[config.mk]
export PLATFORM = sky130hd
export DESIGN_NAME = ham_planar_pixel_decoder_core_flat
export DESIGN_NICKNAME = d
export VERILOG_FILES = /design/src/hdl/hpd_pkg.sv /design/src/hdl/hpd_if.sv /design/src/hdl/hpd_cfg_regs.sv /design/src/hdl/hpd_colour_ram.sv /design/src/hdl/hpd_pixel_pipe.sv /design/src/hdl/ham_planar_pixel_decoder_core.sv /design/src/flat_wrapper.sv
export SDC_FILE = /design/constraint.sdc
export NUM_CORES = 1
export LEC_CHECK = 0
export BUFFER_PORTS_ARGS = -buffer_cell sky130_fd_sc_hd__buf_2
export CAP_MARGIN = 30
export CORE_UTILIZATION = 55
export CTS_CLUSTER_SIZE = 40
export DETAILED_ROUTE_END_ITERATION = 8
export PLACE_DENSITY = 0.76
export RECOVER_POWER = 100
export REMOVE_ABC_BUFFERS = 1
export SYNTH_ARGS = -nofsm -noshare
export SYNTH_HDL_FRONTEND = slang
export SYNTH_SLANG_ARGS = --single-unit
[constraint.sdc]
create_clock -name clk -period 8.7 [get_ports clk]
set_input_delay 2.175 -clock clk [delete_from_list [all_inputs] [get_ports clk]]
set_output_delay 2.175 -clock clk [all_outputs]
set_load 0.05 [all_outputs]
[src/hdl/hpd_pkg.sv]
// Package for the planar pixel decoder: widths, codes, shared types and helpers.
// Used by the channel interfaces and every module of the decoder; depends on nothing.
package hpd_pkg;

  localparam int MAP_ENTRIES = 16;
  localparam int MAP_AW      = $clog2(MAP_ENTRIES);
  localparam int MAX_PLANES  = 24;
  localparam int PIX_W       = 24;
  localparam int COL_W       = 8;
  localparam int PCNT_W      = 5;
  localparam int MSIZE_W     = 9;
  localparam int CFG_IDX_W   = 2;
  localparam int CFG_DATA_W  = 9;

  // Request types
  localparam logic REQ_LOAD  = 1'b0;
  localparam logic REQ_PIXEL = 1'b1;

  // Pixel modes; the unused code behaves as indexed
  localparam logic [1:0] MODE_INDEXED = 2'd0;
  localparam logic [1:0] MODE_HAM     = 2'd1;
  localparam logic [1:0] MODE_DIRECT  = 2'd2;

  // HAM actions, taken from bits 5:4 of the pixel value
  localparam logic [1:0] ACT_MAP   = 2'd0;
  localparam logic [1:0] ACT_BLUE  = 2'd1;
  localparam logic [1:0] ACT_RED   = 2'd2;
  localparam logic [1:0] ACT_GREEN = 2'd3;

  // Configuration register indexes
  localparam logic [CFG_IDX_W-1:0] CFG_PIXEL_MODE  = 2'd0;
  localparam logic [CFG_IDX_W-1:0] CFG_PLANE_COUNT = 2'd1;
  localparam logic [CFG_IDX_W-1:0] CFG_MAP_SIZE    = 2'd2;

  localparam logic [PCNT_W-1:0] PLANE_COUNT_RESET = 5'd8;

  typedef struct packed {
    logic [COL_W-1:0] red;
    logic [COL_W-1:0] green;
    logic [COL_W-1:0] blue;
  } rgb_t;

  typedef struct packed {
    logic [1:0]         pixel_mode;
    logic [PCNT_W-1:0]  plane_count;
    logic [MSIZE_W-1:0] map_size;
  } cfg_t;

  typedef struct packed {
    logic              we;
    logic [MAP_AW-1:0] waddr;
    rgb_t              wdata;
    logic              re;
    logic [MAP_AW-1:0] raddr;
  } ram_req_t;

  // Repeat a nibble into both halves of a byte
  function automatic logic [COL_W-1:0] rep_nibble(input logic [3:0] v);
    rep_nibble = {v, v};
  endfunction

  // Keep the low n planes; counts above the plane total keep all of them
  function automatic logic [PIX_W-1:0] plane_mask(input logic [PCNT_W-1:0] n);
    logic [PIX_W-1:0] m;
    for (int i = 0; i < PIX_W; i++) begin
      m[i] = (PCNT_W'(i) < n);
    end
    plane_mask = m;
  endfunction

endpackage

[src/hdl/hpd_if.sv]
// Channel interfaces of the planar pixel decoder: input beats, result beats, register writes.
// Depends on hpd_pkg for field widths.
interface hpd_in_if;
  logic                              valid;
  logic                              ready;
  logic                              req_type;
  logic [hpd_pkg::MAP_AW-1:0]        map_index;
  logic [hpd_pkg::COL_W-1:0]         map_red;
  logic [hpd_pkg::COL_W-1:0]         map_green;
  logic [hpd_pkg::COL_W-1:0]         map_blue;
  logic [hpd_pkg::PIX_W-1:0]         plane_bits;

  modport source(output valid, req_type, map_index, map_red, map_green, map_blue,
                 plane_bits, input ready);
  modport sink(input valid, req_type, map_index, map_red, map_green, map_blue,
               plane_bits, output ready);
endinterface

interface hpd_out_if;
  logic                      valid;
  logic                      ready;
  logic [hpd_pkg::COL_W-1:0] out_red;
  logic [hpd_pkg::COL_W-1:0] out_green;
  logic [hpd_pkg::COL_W-1:0] out_blue;
  logic [hpd_pkg::COL_W-1:0] out_index;
  logic                      index_error;

  modport source(output valid, out_red, out_green, out_blue, out_index, index_error,
                 input ready);
  modport sink(input valid, out_red, out_green, out_blue, out_index, index_error,
               output ready);
endinterface

interface hpd_cfg_if;
  logic                           valid;
  logic                           ready;
  logic [hpd_pkg::CFG_IDX_W-1:0]  index;
  logic [hpd_pkg::CFG_DATA_W-1:0] data;

  modport source(output valid, index, data, input ready);
  modport sink(input valid, index, data, output ready);
endinterface

[src/hdl/hpd_cfg_regs.sv]
// Configuration registers of the planar pixel decoder.
// Depends on hpd_pkg and hpd_cfg_if.
module hpd_cfg_regs (
  input  logic            clk,
  input  logic            rst_n,
  hpd_cfg_if.sink         cfg_ch,
  output hpd_pkg::cfg_t   cfg
);

  hpd_pkg::cfg_t cfg_r;
  hpd_pkg::cfg_t cfg_nxt;

  // Always take a write beat
  assign cfg_ch.ready = 1'b1;

  // Decode the register index; writes beyond the list are dropped
  always_comb begin
    cfg_nxt = cfg_r;
    if (cfg_ch.valid) begin
      case (cfg_ch.index)
        hpd_pkg::CFG_PIXEL_MODE:  cfg_nxt.pixel_mode  = cfg_ch.data[1:0];
        hpd_pkg::CFG_PLANE_COUNT: cfg_nxt.plane_count = cfg_ch.data[hpd_pkg::PCNT_W-1:0];
        hpd_pkg::CFG_MAP_SIZE:    cfg_nxt.map_size    = cfg_ch.data[hpd_pkg::MSIZE_W-1:0];
        default:                  cfg_nxt = cfg_r;
      endcase
    end
  end

  always_ff @(posedge clk) begin
    if (!rst_n) begin
      cfg_r.pixel_mode  <= hpd_pkg::MODE_INDEXED;
      cfg_r.plane_count <= hpd_pkg::PLANE_COUNT_RESET;
      cfg_r.map_size    <= '0;
    end else begin
      cfg_r <= cfg_nxt;
    end
  end

  assign cfg = cfg_r;

endmodule

[src/hdl/hpd_colour_ram.sv]
// Colour map memory: 16 RGB entries, one write and one registered read per cycle.
// Depends on hpd_pkg.
module hpd_colour_ram (
  input  logic              clk,
  input  hpd_pkg::ram_req_t req,
  output hpd_pkg::rgb_t     rd_data
);

  hpd_pkg::rgb_t mem_r [hpd_pkg::MAP_ENTRIES];
  hpd_pkg::rgb_t rd_data_r;

  // Write the loaded entry
  always_ff @(posedge clk) begin
    if (req.we) begin
      mem_r[req.waddr] <= req.wdata;
    end
  end

  // Registered read; hold the data while no read is issued
  always_ff @(posedge clk) begin
    if (req.re) begin
      rd_data_r <= mem_r[req.raddr];
    end
  end

  assign rd_data = rd_data_r;

endmodule

[src/hdl/hpd_pixel_pipe.sv]
// Pixel pipeline: masks plane bits, drives the colour map, resolves HAM against the
// held colour and registers the result beat. Depends on hpd_pkg and the channel interfaces.
module hpd_pixel_pipe (
  input  logic              clk,
  input  logic              rst_n,
  hpd_in_if.sink            in_ch,
  hpd_out_if.source         out_ch,
  input  hpd_pkg::cfg_t     cfg,
  output hpd_pkg::ram_req_t ram_req,
  input  hpd_pkg::rgb_t     ram_rdata
);

  logic                       in_fire;
  logic [hpd_pkg::PIX_W-1:0]  pix_val;

  logic                       s1_valid_r;
  logic                       s1_req_r;
  logic                       s1_load0_r;
  hpd_pkg::rgb_t              s1_col_r;
  logic [hpd_pkg::PIX_W-1:0]  s1_pix_r;
  logic                       s1_fire;
  logic                       out_free;

  hpd_pkg::rgb_t              held_r;
  hpd_pkg::rgb_t              held_nxt;
  hpd_pkg::rgb_t              ham_col;
  hpd_pkg::rgb_t              res_col;
  logic [hpd_pkg::COL_W-1:0]  res_index;
  logic                       res_err;
  logic [3:0]                 nib;

  logic                       out_valid_r;
  hpd_pkg::rgb_t              out_col_r;
  logic [hpd_pkg::COL_W-1:0]  out_index_r;
  logic                       out_err_r;

  // Stage 0: accept a beat, mask the planes, issue the map access
  assign in_fire = in_ch.valid && in_ch.ready;
  assign pix_val = in_ch.plane_bits & hpd_pkg::plane_mask(cfg.plane_count);

  always_comb begin
    ram_req.we          = in_fire && (in_ch.req_type == hpd_pkg::REQ_LOAD);
    ram_req.waddr       = in_ch.map_index;
    ram_req.wdata.red   = in_ch.map_red;
    ram_req.wdata.green = in_ch.map_green;
    ram_req.wdata.blue  = in_ch.map_blue;
    ram_req.re          = in_fire && (in_ch.req_type == hpd_pkg::REQ_PIXEL);
    ram_req.raddr       = pix_val[hpd_pkg::MAP_AW-1:0];
  end

  // Stage 1 advances when the output register is free; loads need no output slot
  assign out_free    = !out_valid_r || out_ch.ready;
  assign s1_fire     = s1_valid_r && ((s1_req_r == hpd_pkg::REQ_LOAD) || out_free);
  assign in_ch.ready = !s1_valid_r || s1_fire;

  always_ff @(posedge clk) begin
    if (!rst_n) begin
      s1_valid_r <= 1'b0;
    end else if (in_ch.ready) begin
      s1_valid_r <= in_ch.valid;
    end
  end

  always_ff @(posedge clk) begin
    if (in_fire) begin
      s1_req_r       <= in_ch.req_type;
      s1_load0_r     <= (in_ch.map_index == '0);
      s1_col_r.red   <= in_ch.map_red;
      s1_col_r.green <= in_ch.map_green;
      s1_col_r.blue  <= in_ch.map_blue;
      s1_pix_r       <= pix_val;
    end
  end

  // HAM: take the map entry or modify one component of the held colour
  assign nib = s1_pix_r[3:0];

  always_comb begin
    ham_col = held_r;
    case (s1_pix_r[5:4])
      hpd_pkg::ACT_MAP:   ham_col       = ram_rdata;
      hpd_pkg::ACT_BLUE:  ham_col.blue  = hpd_pkg::rep_nibble(nib);
      hpd_pkg::ACT_RED:   ham_col.red   = hpd_pkg::rep_nibble(nib);
      hpd_pkg::ACT_GREEN: ham_col.green = hpd_pkg::rep_nibble(nib);
      default:            ham_col       = held_r;
    endcase
  end

  // Form the result for the configured mode
  always_comb begin
    res_col   = '0;
    res_index = '0;
    res_err   = 1'b0;
    case (cfg.pixel_mode)
      hpd_pkg::MODE_HAM: begin
        res_col = ham_col;
      end
      hpd_pkg::MODE_DIRECT: begin
        res_col.red   = s1_pix_r[23:16];
        res_col.green = s1_pix_r[15:8];
        res_col.blue  = s1_pix_r[7:0];
      end
      default: begin
        res_index = s1_pix_r[hpd_pkg::COL_W-1:0];
        res_err   = (s1_pix_r >= hpd_pkg::PIX_W'(cfg.map_size));
      end
    endcase
  end

  // Held colour follows HAM pixels and loads of entry 0, in beat order
  always_comb begin
    held_nxt = held_r;
    if (s1_fire) begin
      if (s1_req_r == hpd_pkg::REQ_LOAD) begin
        if (s1_load0_r) begin
          held_nxt = s1_col_r;
        end
      end else if (cfg.pixel_mode == hpd_pkg::MODE_HAM) begin
        held_nxt = ham_col;
      end
    end
  end

  always_ff @(posedge clk) begin
    if (!rst_n) begin
      held_r <= '0;
    end else begin
      held_r <= held_nxt;
    end
  end

  // Output register: load a pixel result, drop it once taken
  always_ff @(posedge clk) begin
    if (!rst_n) begin
      out_valid_r <= 1'b0;
    end else if (out_free) begin
      out_valid_r <= s1_fire && (s1_req_r == hpd_pkg::REQ_PIXEL);
    end
  end

  always_ff @(posedge clk) begin
    if (s1_fire && (s1_req_r == hpd_pkg::REQ_PIXEL)) begin
      out_col_r   <= res_col;
      out_index_r <= res_index;
      out_err_r   <= res_err;
    end
  end

  assign out_ch.valid       = out_valid_r;
  assign out_ch.out_red     = out_col_r.red;
  assign out_ch.out_green   = out_col_r.green;
  assign out_ch.out_blue    = out_col_r.blue;
  assign out_ch.out_index   = out_index_r;
  assign out_ch.index_error = out_err_r;

endmodule

[src/hdl/ham_planar_pixel_decoder_core.sv]
// Top level of the planar pixel decoder: configuration registers, colour map, pixel pipeline.
// Depends on hpd_pkg, hpd_if, hpd_cfg_regs, hpd_colour_ram and hpd_pixel_pipe.
//
// Use:
//   in_ch  carries load beats (req_type 0: write one of 16 colour map entries; entry 0
//          also sets the held colour) and pixel beats (req_type 1: plane bits of one pixel).
//   out_ch carries one result beat per pixel beat: RGB in HAM or direct mode, index and
//          range flag in indexed mode. Load beats give no result.
//   cfg_ch writes pixel_mode (0), plane_count (1) and map_size (2); it is always ready.
//          Write it only while the decoder is idle.
// Pipeline and throughput:
//   A pixel beat passes the input stage and stage 1 into the result register; one beat per
//   cycle is sustained while out_ch.ready is high. The colour map memory has a registered
//   read, issued when the beat is taken; its data is used, with the held colour, in stage 1.
// Reset (synchronous, rst_n low): registers to their reset values, held colour to zero,
//   pipeline empty. The colour map is not cleared; entries are undefined until loaded.
// Stall: while out_ch.ready is low the result register holds, and in_ch.ready drops once
//   the stage behind it is also occupied by a pixel beat.
module ham_planar_pixel_decoder_core (
  input  logic        clk,
  input  logic        rst_n,
  hpd_in_if.sink      in_ch,
  hpd_out_if.source   out_ch,
  hpd_cfg_if.sink     cfg_ch
);

  hpd_pkg::cfg_t     cfg;
  hpd_pkg::ram_req_t ram_req;
  hpd_pkg::rgb_t     ram_rdata;

  hpd_cfg_regs u_cfg (
    .clk    (clk),
    .rst_n  (rst_n),
    .cfg_ch (cfg_ch),
    .cfg    (cfg)
  );

  hpd_colour_ram u_ram (
    .clk     (clk),
    .req     (ram_req),
    .rd_data (ram_rdata)
  );

  hpd_pixel_pipe u_pipe (
    .clk       (clk),
    .rst_n     (rst_n),
    .in_ch     (in_ch),
    .out_ch    (out_ch),
    .cfg       (cfg),
    .ram_req   (ram_req),
    .ram_rdata (ram_rdata)
  );

endmodule

[src/flat_wrapper.sv]
// flat-port wrapper written by rule: the top's interface ports become plain ports
module ham_planar_pixel_decoder_core_flat 
  (clk, rst_n, in_ch_valid, in_ch_req_type, in_ch_map_index, in_ch_map_red, in_ch_map_green, in_ch_map_blue, in_ch_plane_bits, in_ch_ready, out_ch_valid, out_ch_out_red, out_ch_out_green, out_ch_out_blue, out_ch_out_index, out_ch_index_error, out_ch_ready, cfg_ch_valid, cfg_ch_index, cfg_ch_data, cfg_ch_ready);
  hpd_in_if in_ch_i ();
  hpd_out_if out_ch_i ();
  hpd_cfg_if cfg_ch_i ();
  input  logic clk;
  input  logic rst_n;
  input wire logic [$bits(in_ch_i.valid)-1:0] in_ch_valid;
  input wire logic [$bits(in_ch_i.req_type)-1:0] in_ch_req_type;
  input wire logic [$bits(in_ch_i.map_index)-1:0] in_ch_map_index;
  input wire logic [$bits(in_ch_i.map_red)-1:0] in_ch_map_red;
  input wire logic [$bits(in_ch_i.map_green)-1:0] in_ch_map_green;
  input wire logic [$bits(in_ch_i.map_blue)-1:0] in_ch_map_blue;
  input wire logic [$bits(in_ch_i.plane_bits)-1:0] in_ch_plane_bits;
  output wire logic [$bits(in_ch_i.ready)-1:0] in_ch_ready;
  output wire logic [$bits(out_ch_i.valid)-1:0] out_ch_valid;
  output wire logic [$bits(out_ch_i.out_red)-1:0] out_ch_out_red;
  output wire logic [$bits(out_ch_i.out_green)-1:0] out_ch_out_green;
  output wire logic [$bits(out_ch_i.out_blue)-1:0] out_ch_out_blue;
  output wire logic [$bits(out_ch_i.out_index)-1:0] out_ch_out_index;
  output wire logic [$bits(out_ch_i.index_error)-1:0] out_ch_index_error;
  input wire logic [$bits(out_ch_i.ready)-1:0] out_ch_ready;
  input wire logic [$bits(cfg_ch_i.valid)-1:0] cfg_ch_valid;
  input wire logic [$bits(cfg_ch_i.index)-1:0] cfg_ch_index;
  input wire logic [$bits(cfg_ch_i.data)-1:0] cfg_ch_data;
  output wire logic [$bits(cfg_ch_i.ready)-1:0] cfg_ch_ready;
  assign in_ch_i.valid = in_ch_valid;
  assign in_ch_i.req_type = in_ch_req_type;
  assign in_ch_i.map_index = in_ch_map_index;
  assign in_ch_i.map_red = in_ch_map_red;
  assign in_ch_i.map_green = in_ch_map_green;
  assign in_ch_i.map_blue = in_ch_map_blue;
  assign in_ch_i.plane_bits = in_ch_plane_bits;
  assign in_ch_ready = in_ch_i.ready;
  assign out_ch_valid = out_ch_i.valid;
  assign out_ch_out_red = out_ch_i.out_red;
  assign out_ch_out_green = out_ch_i.out_green;
  assign out_ch_out_blue = out_ch_i.out_blue;
  assign out_ch_out_index = out_ch_i.out_index;
  assign out_ch_index_error = out_ch_i.index_error;
  assign out_ch_i.ready = out_ch_ready;
  assign cfg_ch_i.valid = cfg_ch_valid;
  assign cfg_ch_i.index = cfg_ch_index;
  assign cfg_ch_i.data = cfg_ch_data;
  assign cfg_ch_ready = cfg_ch_i.ready;
  ham_planar_pixel_decoder_core u_core (.clk(clk), .rst_n(rst_n), .in_ch(in_ch_i), .out_ch(out_ch_i), .cfg_ch(cfg_ch_i));
endmodule
==> reports/qor.yml, run 1 <==
detailed_routing:
  wl_per_cell_microns: 26.7
  drtAntennaViolNets: 0
  vias: 11347
  wirelength_microns: 48700
  drtIter0Drc: 1335
  viasPerCell: 6.23
  drc: 0
  dr.pass1.iters: 5
clocking:
  clockBufferDepth: 3
  clk_pin_slew_ps: 60
  tritoncts: "built"
  h-tree-depth: 2
  cts_setup_buffers: 0
  clock_sinks: 533
  cts_buffers: 51
  clk_latency_ps: 570
  cts_resized: 0
  cts_hold_buf: 0
  root_buffer: "clkbuf_16"
power:
  peakVddDrop_v: 0.000175
  power.leakage_nw: 7.74
  p_total_mw: 5.49
  power.density_nw_per_um2: 231
sta:
  fin_tns_setup_ps: 0
  hold_viol_final: 0
  worst_slew_pin_slew_ps: 3860
  drv_slew: 274
  clock_skew_ps: 19.3
  fin_crit_sh_pct: 76.6
  finalSetupViolCount: 0
  min_period_ps: 6660
  rsz0062_at_grt: "no"
  fmax_mhz: 150
  holdWs_ps: 530
  slew_headroom_pct: -158
min_path:
  worstHoldPathType: "reg -> reg"
  worstHoldEndpoint: "u_core.u_cfg.cfg[3]"
  worstHoldStart: "u_core.u_cfg.cfg[3]"
  min_path_cells: 2
run_status:
  violations: "max-capacitance violations, max-slew violations"
  status: "complete, but fails checks"
floorplanning:
  die_area_sq_um: 38900
  start_util_pct: 55.8
  fp.dieH_microns: 197
  rows: 71
  io_pins: 105
  coreArea_sq_um: 37600
  die_w_microns: 197
layout:
  num-nets-final: 1353
  syn_to_final_growth_pct: 13.2
  drive_gt1_share_pct: 19.6
  diodes: 0
global_routing:
  antenna_found_initial: 0
  grt_max_degree: 98
  grtUsageTotal_pct: 25.6
  grt_pass1_wl_microns: 72100
  grt_pass1_vias: 11347
  overflow: 0
worst_setup_path:
  regToRegEndpoint: "u_core.u_ram.mem_r[12][22]"
  ff2ff_setup_slack_ps: 3320
  required_ps: 8870
  r2r_cells: 7
  critical_path_class: "in -> reg"
  crit_fanout: 52
  start_kind: "primary input"
  crit_path_end_kind: "flop"
  crit_path_start: "out_ch_ready"
  arrival_ps: 6840
  regToRegStartpoint: "u_core.u_pipe.out_ch.valid"
synth:
  synth_cell_types: 45
  synth-edff-count: 491
  netlist.area_leader.share_pct: 70.3
  ys_top_cells_by_count: "edfxtp_1, mux4_2, nand2_1"
  ys_ff_latch: 533
  async_flop_share_pct: 0
  avgSynthCellArea_sq_um: 18.3
  synth.most_common_cell: "edfxtp_1"
  yosys-top-cells-area: "edfxtp_1, mux4_2, dfxtp_1, a22oi_1, mux2i_1"
  synth.cell_area_sq_um: 21000
  synth_top_cell_by_area: "edfxtp_1"
  yosys_warnings: 0
  synth-main-ff-cell: "edfxtp_1"
  seq_area_frac_synth_pct: 74.3
  synth_cells: 1144
place:
  place_hpwl_microns: 27200
  io_buffers: 103
  place_congestion: 0.867
run:
  drv_cap: 6
[cells in the final DEF, fill, tap and decap left out, types with 4 or more instances in the layout]
| master | synthesis | routed |
|---|---|---|
| a21boi_0 | 3 | 4 |
| a21oi_1 | 10 | 10 |
| a221o_1 | 16 | 16 |
| a22oi_1 | 72 | 72 |
| a22oi_2 | 8 | 8 |
| and2_0 | 0 | 15 |
| and2_1 | 43 | 28 |
| buf_2 | 22 | 36 |
| buf_4 | 5 | 22 |
| bufinv_16 | 0 | 7 |
| clkbuf_1 | 26 | 87 |
| clkbuf_16 | 0 | 53 |
| clkinv_1 | 0 | 6 |
| clkinv_2 | 0 | 5 |
| clkinvlp_4 | 0 | 5 |
| dfxtp_1 | 42 | 42 |
| edfxtp_1 | 491 | 491 |
| ha_1 | 15 | 15 |
| inv_1 | 17 | 17 |
| mux2i_1 | 38 | 38 |
| mux4_2 | 96 | 96 |
| nand2_1 | 73 | 73 |
| nand3b_1 | 4 | 4 |
| nor2_1 | 52 | 43 |
| nor2_2 | 4 | 11 |
| nor2b_1 | 22 | 22 |
| nor3_1 | 6 | 5 |
| nor4_1 | 5 | 5 |
| o21a_1 | 6 | 6 |
| o21ai_0 | 35 | 36 |
[metal layers]
metal	GRT usage (%)	share of wire, %	vias to the layer above
met5	0	0	-
met4	7.81	2.7	0
met3	4.51	8.6	110
met2	41.6	49	624
met1	35.6	40	5806
li1	-	-	4807
[cells by family (layout without fill, tap and decap cells)]
kind of cell / Yosys count / after routing / share of synthesized area (%)
AO/OA/AOI/OAI: 162 / 162 / 5.69
multiplexers: 134 / 134 / 12.1
flip-flops: 533 / 533 / 74.3
AND/OR/NAND/NOR: 219 / 219 / 5.05
other: 1 / 1 / 0.0179
buffers and inverters: 80 / 246 / 1.91
adder cells (fa/ha/maj): 15 / 15 / 0.895
[flip-flops by register name (all words and copies together), names as in the netlist]
register,cells
u_core.u_pipe.out_ch.out_red,8
u_core.u_pipe.s1_req_r,1
u_core.u_pipe.s1_load0_r,1
u_core.u_ram.rd_data,24
u_core.u_pipe.out_ch.out_green,8
u_core.u_pipe.out_ch.index_error,1
u_core.u_pipe.s1_col_r,24
u_core.u_ram.mem_r,384
u_core.u_cfg.cfg,16
u_core.u_pipe.out_ch.valid,1
u_core.u_pipe.held_r,24
u_core.u_pipe.s1_pix_r,24
u_core.u_pipe.s1_valid_r,1
u_core.u_pipe.out_ch.out_index,8
u_core.u_pipe.out_ch.out_blue,8
[power by group]
group	switching (mW)	internal [mW]	total (mW)	leakage [nW]
registers	0.0295	2.86	2.89	4.82
logic	0.205	0.127	0.332	2.10
clock network	0.928	1.34	2.27	0.821
total	1.16	4.33	5.49	7.74
[area by class of cell]
class	instances	area, sq um
repair buffers	134	679
multi-input cells	531	5040
flip-flops and latches	533	15600
well taps	511	639
inverters	18	67.6
fillers	2597	13800
clock buffers	69	1410
clock inverters	25	313
[worst max path at each step]
stage	endpoint	cells after the start
after floorplan	u_core.u_ram.rd_data[10]	4
after global placement	in_ch_ready	4
after detailed placement	in_ch_ready	4
after CTS	in_ch_ready	4
after global routing	u_core.u_ram.mem_r[12][16]	8
final	u_core.u_ram.mem_r[12][22]	8
[stage by stage]
step	area, sq um	utilization, %	cells	setup WS [ps]
floorplan	20600	-	1082	847
global placement	22100	58.8	1723	3410
detailed placement	22200	59.1	1727	3400
CTS	23900	63.7	1821	3380
global route	23700	63.1	1821	1850
finish	23700	63.1	1821	2040
[critical path, stage by stage]
cell and delay, ps:
buf_2 80, nor2b_1 90, a31oi_4 190, clkbuf_1 2380, nor2b_1 460, nand3_1 240, nor3_1 280, clkbuf_1 910
Note: power is estimated with default switching activity, not from simulation.
==> run 2, diff against run 1 <==
--- a/config.mk
+++ b/config.mk
@@ -10,7 +10,7 @@
 export CORE_UTILIZATION = 55
 export CTS_CLUSTER_SIZE = 40
 export DETAILED_ROUTE_END_ITERATION = 8
-export PLACE_DENSITY = 0.76
+export PLACE_DENSITY = 0.79
 export RECOVER_POWER = 100
 export REMOVE_ABC_BUFFERS = 1
 export SYNTH_ARGS = -nofsm -noshare
==> constraint.sdc (replaced) <==
create_clock -name clk -period 5.45 [get_ports clk]
set_input_delay 1.3625 -clock clk [delete_from_list [all_inputs] [get_ports clk]]
set_output_delay 1.3625 -clock clk [all_outputs]
set_load 0.05 [all_outputs]
==> reports/qor.yml, run 2 (synthesis results as in run 1) <==
detailed_routing:
  wirelength_microns: 49500  # +1.8%
  viasPerCell: 6.36  # +2.1%
  dr.pass1.iters: 5  # unchanged
  wl_per_cell_microns: 27.1  # +1.4%
  drc: 0  # unchanged
  drtIter0Drc: 1575  # +18%
  drtAntennaViolNets: 0  # unchanged
  vias: 11632  # +2.5%
floorplanning:
  start_util_pct: 55.8  # unchanged
  fp.dieH_microns: 197  # unchanged
  io_pins: 105  # unchanged
  rows: 71  # unchanged
  die_area_sq_um: 38900  # unchanged
  die_w_microns: 197  # unchanged
  coreArea_sq_um: 37600  # unchanged
min_path:
  worstHoldEndpoint: "u_core.u_cfg.cfg[4]"
  worstHoldStart: "u_core.u_cfg.cfg[4]"
  min_path_cells: 2  # unchanged
  worstHoldPathType: "reg -> reg"
clocking:
  clk_pin_slew_ps: 70  # about the same
  cts_hold_buf: 0  # unchanged
  root_buffer: "clkbuf_16"
  cts_setup_buffers: 0  # unchanged
  clk_latency_ps: 610  # +40 ps
  cts_buffers: 51  # unchanged
  h-tree-depth: 2  # unchanged
  tritoncts: "built"
  clockBufferDepth: 3  # unchanged
  cts_resized: 0  # unchanged
  clock_sinks: 533  # unchanged
power:
  peakVddDrop_v: 0.000295  # +69%
  p_total_mw: 8.59  # +57%
  power.leakage_nw: 7.70  # -0.47%
  power.density_nw_per_um2: 363  # +57%
sta:
  drv_slew: 603  # +120%
  fmax_mhz: 226
  clock_skew_ps: 30.4  # +11.2 ps
  fin_crit_sh_pct: 81.3
  rsz0062_at_grt: "no"
  finalSetupViolCount: 0  # unchanged
  min_period_ps: 4430
  holdWs_ps: 532  # +2.37 ps
  hold_viol_final: 0  # unchanged
  worst_slew_pin_slew_ps: 2870  # -998 ps
  slew_headroom_pct: -91.1  # +67 points
worst_setup_path:
  critical_path_class: "reg -> reg"
  r2r_cells: 6  # -1
  start_kind: "flop"
  regToRegStartpoint: "u_core.u_cfg.cfg[13]"
  slowest_stage: "clkbuf_2"
  ff2ff_setup_slack_ps: 1020  # -2300 ps
  crit_fanout: 97  # +87%
  required_ps: 5780  # -3090 ps
  path_cells: "nor3_1 -> a21boi_4 -> clkbuf_2 -> mux4_2 -> a22oi_1 -> nand2_1"
  arrival_ps: 4760  # -2080 ps
  crit_path_end_kind: "flop"
  regToRegEndpoint: "u_core.u_ram.rd_data[10]"
  max_stage_delay_ps: 2020  # -360 ps
global_routing:
  grt_max_degree: 98  # unchanged
  overflow: 0  # unchanged
  antenna_found_initial: 2  # +2
  grtUsageTotal_pct: 26.1  # +0.49 points
  grt_pass1_wl_microns: 72500  # +0.53%
  grt_pass1_vias: 11363  # +0.14%
run_status:
  status: "complete, but fails checks"
  violations: "max-capacitance violations, max-slew violations"
place:
  io_buffers: 103  # unchanged
  place_congestion: 0.901  # +3.9%
  place_hpwl_microns: 28400  # +4.6%
  dpl.cell_count: 1731  # +0.23%
layout:
  final_cell_mix: "edfxtp_1, mux4_2, clkbuf_1, a22oi_1, nand2_1"
  instances_no_fill: 1828  # +0.38%
  diodes: 0  # unchanged
  largest_reg_flops: 384  # unchanged
  num-nets-final: 1358  # +0.37%
  drive_gt1_share_pct: 18.8  # -0.79 points
  syn_to_final_growth_pct: 12.8
  final_common_cell: "edfxtp_1"
  regMostFlops: "u_core.u_ram.mem_r"
run:
  drv_cap: 21  # +15
==> run 2: cell types whose count changed in the layout (fill, tap and decap cells not counted), sizes merged <==
cell,delta
clkbuf,+2
clkinvlp,-5
inv,+2
buf,-5
clkinv,+16
bufinv,-3
==> run 2: final cells by class <==
| cell class | instances | area (sq um) |
|---|---|---|
| sequential | 533 | 15600 |
| fill | 2589 | 13900 |
| multi-input combinational | 531 | 5020 |
| clock buffer | 61 | 1350 |
| timing repair buffer | 139 | 714 |
| tap | 511 | 639 |
| clock inverter | 35 | 274 |
| inverter | 18 | 67.6 |
==> run 2: critical path: cells and delay by family (launching register included) <==
family	cells	cell delay, ps
AOI/OAI and AO/OA	2	480
buffers and inverters	1	2020
DFF	1	800
muxes	1	480
and+or+nand+nor	2	300
==> run 2: worst max-delay path by stage <==
stage                                     endpoint  cells past startpoint  slack [ps]            startpoint
after floorplan           u_core.u_ram.rd_data[10]                      4       -1590   in_ch_plane_bits[1]
after detailed placement               in_ch_ready                      4        1730          out_ch_ready
final                     u_core.u_ram.rd_data[10]                      6        1020  u_core.u_cfg.cfg[13]
after global placement     u_core.u_ram.rd_data[2]                      6        1650   in_ch_plane_bits[1]
after global routing      u_core.u_ram.rd_data[10]                      6         840  u_core.u_cfg.cfg[13]
after CTS                              in_ch_ready                      4        1710          out_ch_ready
==> run 2: power breakdown <==
group          internal, mW  switching (mW)
registers              4.56          0.0459
clock network          1.95            1.49
logic                 0.212           0.330
total                  6.72            1.87
==> run 2: routing by layer <==
metal,vias up,global-route usage (%),wire length [microns],part of all wire (%)
li1,4823,-,-,-
met1,5910,36.9,19400,39
met2,762,39.0,22600,46
met3,131,5.51,5260,11
met4,6,12.4,2270,4.6
met5,-,0.894,44,0.089
==> run 2: per-stage QoR <==
stage / cell area [sq um] / util, % / TNS, ps / setup slack [ps]
finish: 23700 / 62.9 / 0 / 1020
global route: 23700 / 62.9 / 0 / 842
CTS: 23900 / 63.6 / 0 / 1710
detailed placement: 22300 / 59.3 / 0 / 1730
global placement: 22200 / 59.0 / 0 / 1650
floorplan: 20600 / - / -342180 / -1590
